[src/rtl/acc_step_ram.sv]
`timescale 1ns / 1ps
`default_nettype none
// ----------------------------------------------------------------------------
// Generic single-port-write, single-port-read RAM
// One write and one registered read per cycle.
// ----------------------------------------------------------------------------
module acc_step_ram #(
  parameter int unsigned Width = 16,
  parameter int unsigned Depth = 256
) (
  input  wire logic                     clk_i,
  input  wire logic                     we_i,
  input  wire logic [$clog2(Depth)-1:0] waddr_i,
  input  wire logic [Width-1:0]         wdata_i,
  input  wire logic [$clog2(Depth)-1:0] raddr_i,
  output logic      [Width-1:0]         rdata_o
);

  logic [Width-1:0] mem [Depth];

  always_ff @(posedge clk_i) begin
    if (we_i) begin
      mem[waddr_i] <= wdata_i;
    end
    rdata_o <= mem[raddr_i];
  end

endmodule
`default_nettype wire

[config.mk]
export PLATFORM = sky130hd
export DESIGN_NAME = acc_step_ram
export DESIGN_NICKNAME = d
export VERILOG_FILES = /design/src/rtl/acc_step_ram.sv
export SDC_FILE = /design/constraint.sdc
export NUM_CORES = 2
export LEC_CHECK = 0
export BUFFER_PORTS_ARGS = -buffer_cell sky130_fd_sc_hd__buf_2
export CAP_MARGIN = 10
export CORE_ASPECT_RATIO = 1.1
export CORE_MARGIN = 2
export CORE_UTILIZATION = 25
export CTS_CLUSTER_SIZE = 8
export DETAILED_ROUTE_END_ITERATION = 12
export MAX_ROUTING_LAYER = met4
export PLACE_DENSITY_LB_ADDON = 0.15
export SYNTH_ARGS = -nofsm -noshare
export SYNTH_HDL_FRONTEND = slang
export SYNTH_SLANG_ARGS = --single-unit
[constraint.sdc]
create_clock -name clk_i -period 2.73 [get_ports clk_i]
set_input_delay 0.546 -clock clk_i [delete_from_list [all_inputs] [get_ports clk_i]]
set_output_delay 0.546 -clock clk_i [all_outputs]
set_load 0.005 [all_outputs]
==> flow_summary.toml <==
[status]
status = "finished, final reports clean"

[global_route]
grt_pass1_vias = 85000
grt_usage_pct = 16.4
antenna_found_initial = 55
grt_pass1_wl_um = 717000
grt_remaining_overflow = 0
grt_max_degree = 116

[setup_path]
critPathMaxStageDelay_ns = 0.58
regToRegSetupSlack_ns = 0.07
worstSetupEndpointType = "flip-flop"
cp_data_required_time_ns = 3.65
crit_arrival_ns = 3.63
crit_type = "primary input to flip-flop"
cpMaxStageDelayCell = "a22oi_1"
cp_top_family = "buffers and inverters"
path_depth = 13
crit_start = "raddr_i[0]"
critical_path_buf_inv_count = 7
path_cells = "buf_12 > buf_12 > buf_12 > buf_12 > buf_12 > buf_12 > buf_4 > mux2i_1 > o221ai_1 > o22ai_1 > a22oi_1 > nand3_1 > nor4_1"
r2r_end = "rdata_o[11]$_DFF_P_"
reg2reg_depth = 6
r2r_start = "mem[27][11]$_DFFE_PP_"
start_kind = "primary input"
path_max_fanout = 20
cp_common_cell = "buf_12"

[sta]
finalCritPeriodShare_pct = 99.4
worst-slew-pin-transition_ns = 1.17
setup_ws_ns = 0.0150
final.setup.tns_ns = 0
hold_viol = 0
clock_skew_ns = 0.0426
fmaxAchievable_mhz = 368
setup_viol = 0
slew-limit-headroom_pct = 21.9
rsz0062_at_grt = "no"
fin_crit_ns = 2.71
drv_slew = 0

[cells_and_area]
fillers = 60500
final_layout_size_suffix_gt1_share_pct = 34.0
multi_input_area_um2 = 33300
fin_cells = 17200
flow.area_growth_from_synthesis_pct = 24.7
register_area_um2 = 123000
fin_nets = 8836

[placed_design]
pre_cts_slack_ns = -1.29
placed_cells = 16500
place_congestion = 0.821
portBuffers = 49
hpwl_um = 335000

[floorplan]
rows = 306
pin_count = 50
core_um2 = 632000
fp.dieW_um = 764
initial_core_util_pct = 25.1
die_y_um = 840
dieArea_um2 = 641000

[synthesis]
ys_seq_area_share_pct = 77.7
syn-num-nets = 7394
synth_commonest_cells = "edfxtp_1, mux4_2, mux2i_1"
syn_area_per_cell_um2 = 21.6
ys_types = 52
syn_area_um2 = 159000
yosysWarningCount = 0
yosys.area.top_type = "edfxtp_1"
synth_ff_type = "edfxtp_1"
synth_edf_count = 4096
yosys-top-cells-area = "edfxtp_1, mux4_2, mux2i_1"
yosysTopAreaCellShare_pct = 77.5
async_reset_ff_share_pct = 0
synth.most_common_cell = "edfxtp_1"
netlist_instances = 7360
ys_ff_latch = 4112

[power_and_ir_drop]
ir_worst_vdd_uv = 575
p_per_area_nw_per_um2 = 725
leakagePower_nw = 63.2

[detailed_routing]
wl_met1_um = 225000
drt_wl_total_um = 523000
drt_first_pass_iters = 5
drc = 0
drt_iter0_markers = 7593
top_layer = "met4"
wl_met3_um = 22000
viasPerCell = 4.69
num_vias = 80900
met2_length_um = 263000
wl_per_cell_um = 30.3
ant_nets = 0

[clocking]
htreeDepth = 6
post_cts_buffers = 0
clock_latency_ns = 1.07
cts-root-buf = "clkbuf_16"
clkTransAtPathRegs_ns = 0.05
cts-buffers-inserted = 587
clockBufferDepth = 4
cts.sinks = 4112
cts_tree = "built"

[hold_path]
min_from = "wdata_i[7]"
whs_endpoint = "mem[151][7]$_DFFE_PP_"
hp-class = "primary input to flip-flop"
hold_path_depth = 1

[job]
maxCapViolations = 0
-- state kept, by name, summed over array words and instances, names as in the netlist --
signal and flops:
mem 4096, rdata_o 16
-- metal layers --
layer / up-vias / GRT usage, %
li1: 34100 / -
met2: 2051 / 27.6
met5: - / -
met1: 44200 / 21.0
met3: 641 / 2.25
met4: 0 / 3.96
-- layout make-up --
cell class	instances	area share, %
flip-flops and latches	4112	62.3
clock inverters	51	0.434
inverters	4	0.0139
multi-input cells	2792	16.8
repair buffers	1305	7.47
clock buffers	640	7.64
well taps	8316	5.26
diodes	28	0.0354
-- stage by stage --
step | total power (W) | utilization, % | hold slack (ns) | cell area, um2
5_1_grt | 0.148 | 31.3 | 0.0736 | 198000
2_1_floorplan | 0.0744 | - | 0.645 | 159000
3_5_place_dp | 0.0794 | 28.7 | 0.905 | 182000
6_report | 0.143 | 31.3 | 0.187 | 198000
4_1_cts | 0.146 | 31.3 | 0.0799 | 198000
3_3_place_gp | 0.0793 | 28.7 | 0.905 | 182000
-- repair_timing --
action                                 CTS  global route
resized for setup                        8             9
hold buffers                            15             0
setup endpoints to repair                6             5
endpoints found under the hold margin  413             0
-- logic make-up after synthesis --
| group | after synthesis | share of synthesized area [%] |
|---|---|---|
| DFF | 4112 | 77.7 |
| AOI/OAI and AO/OA | 786 | 3.54 |
| muxes | 1450 | 15.5 |
| and+or+nand+nor | 556 | 1.57 |
| buffers and inverters | 456 | 1.69 |
-- cell usage in the layout (no fill, tap or decap), drive strengths merged, types with 21 or more instances in the layout --
| master | instances |
|---|---|
| nor3 | 92 |
| a22oi | 43 |
| o221ai | 253 |
| clkbuf | 640 |
| nand2 | 38 |
| inv | 31 |
| nand4 | 26 |
| o22ai | 148 |
| a221oi | 28 |
| mux4 | 797 |
| o21ai | 38 |
| nand3 | 35 |
| diode | 28 |
| mux2 | 88 |
| nor2 | 304 |
| mux2i | 565 |
| clkinv | 24 |
| a21oi | 175 |
| a22o | 32 |
| edfxtp | 4096 |
| o32ai | 21 |
| buf | 1290 |
-- worst max path at each step --
stage | to | slack (ns)
after floorplan | mem[235][0]$_DFFE_PP_ | 0.02
after global routing | rdata_o[11]$_DFF_P_ | 0.01
after CTS | rdata_o[12]$_DFF_P_ | 0.006
after detailed placement | rdata_o[13]$_DFF_P_ | -1.29
final | rdata_o[7]$_DFF_P_ | 0.02
after global placement | rdata_o[13]$_DFF_P_ | -1.31
-- where the power goes --
group	internal (W)	leakage, nW	switching, W	total, W
Combinational	0.00319	18.5	0.00497	0.00816
Clock	0.0389	7.80	0.0265	0.0654
Sequential	0.0697	36.9	0.000178	0.0699
Total	0.112	63.2	0.0317	0.143
(Power assumes the default switching activity.)
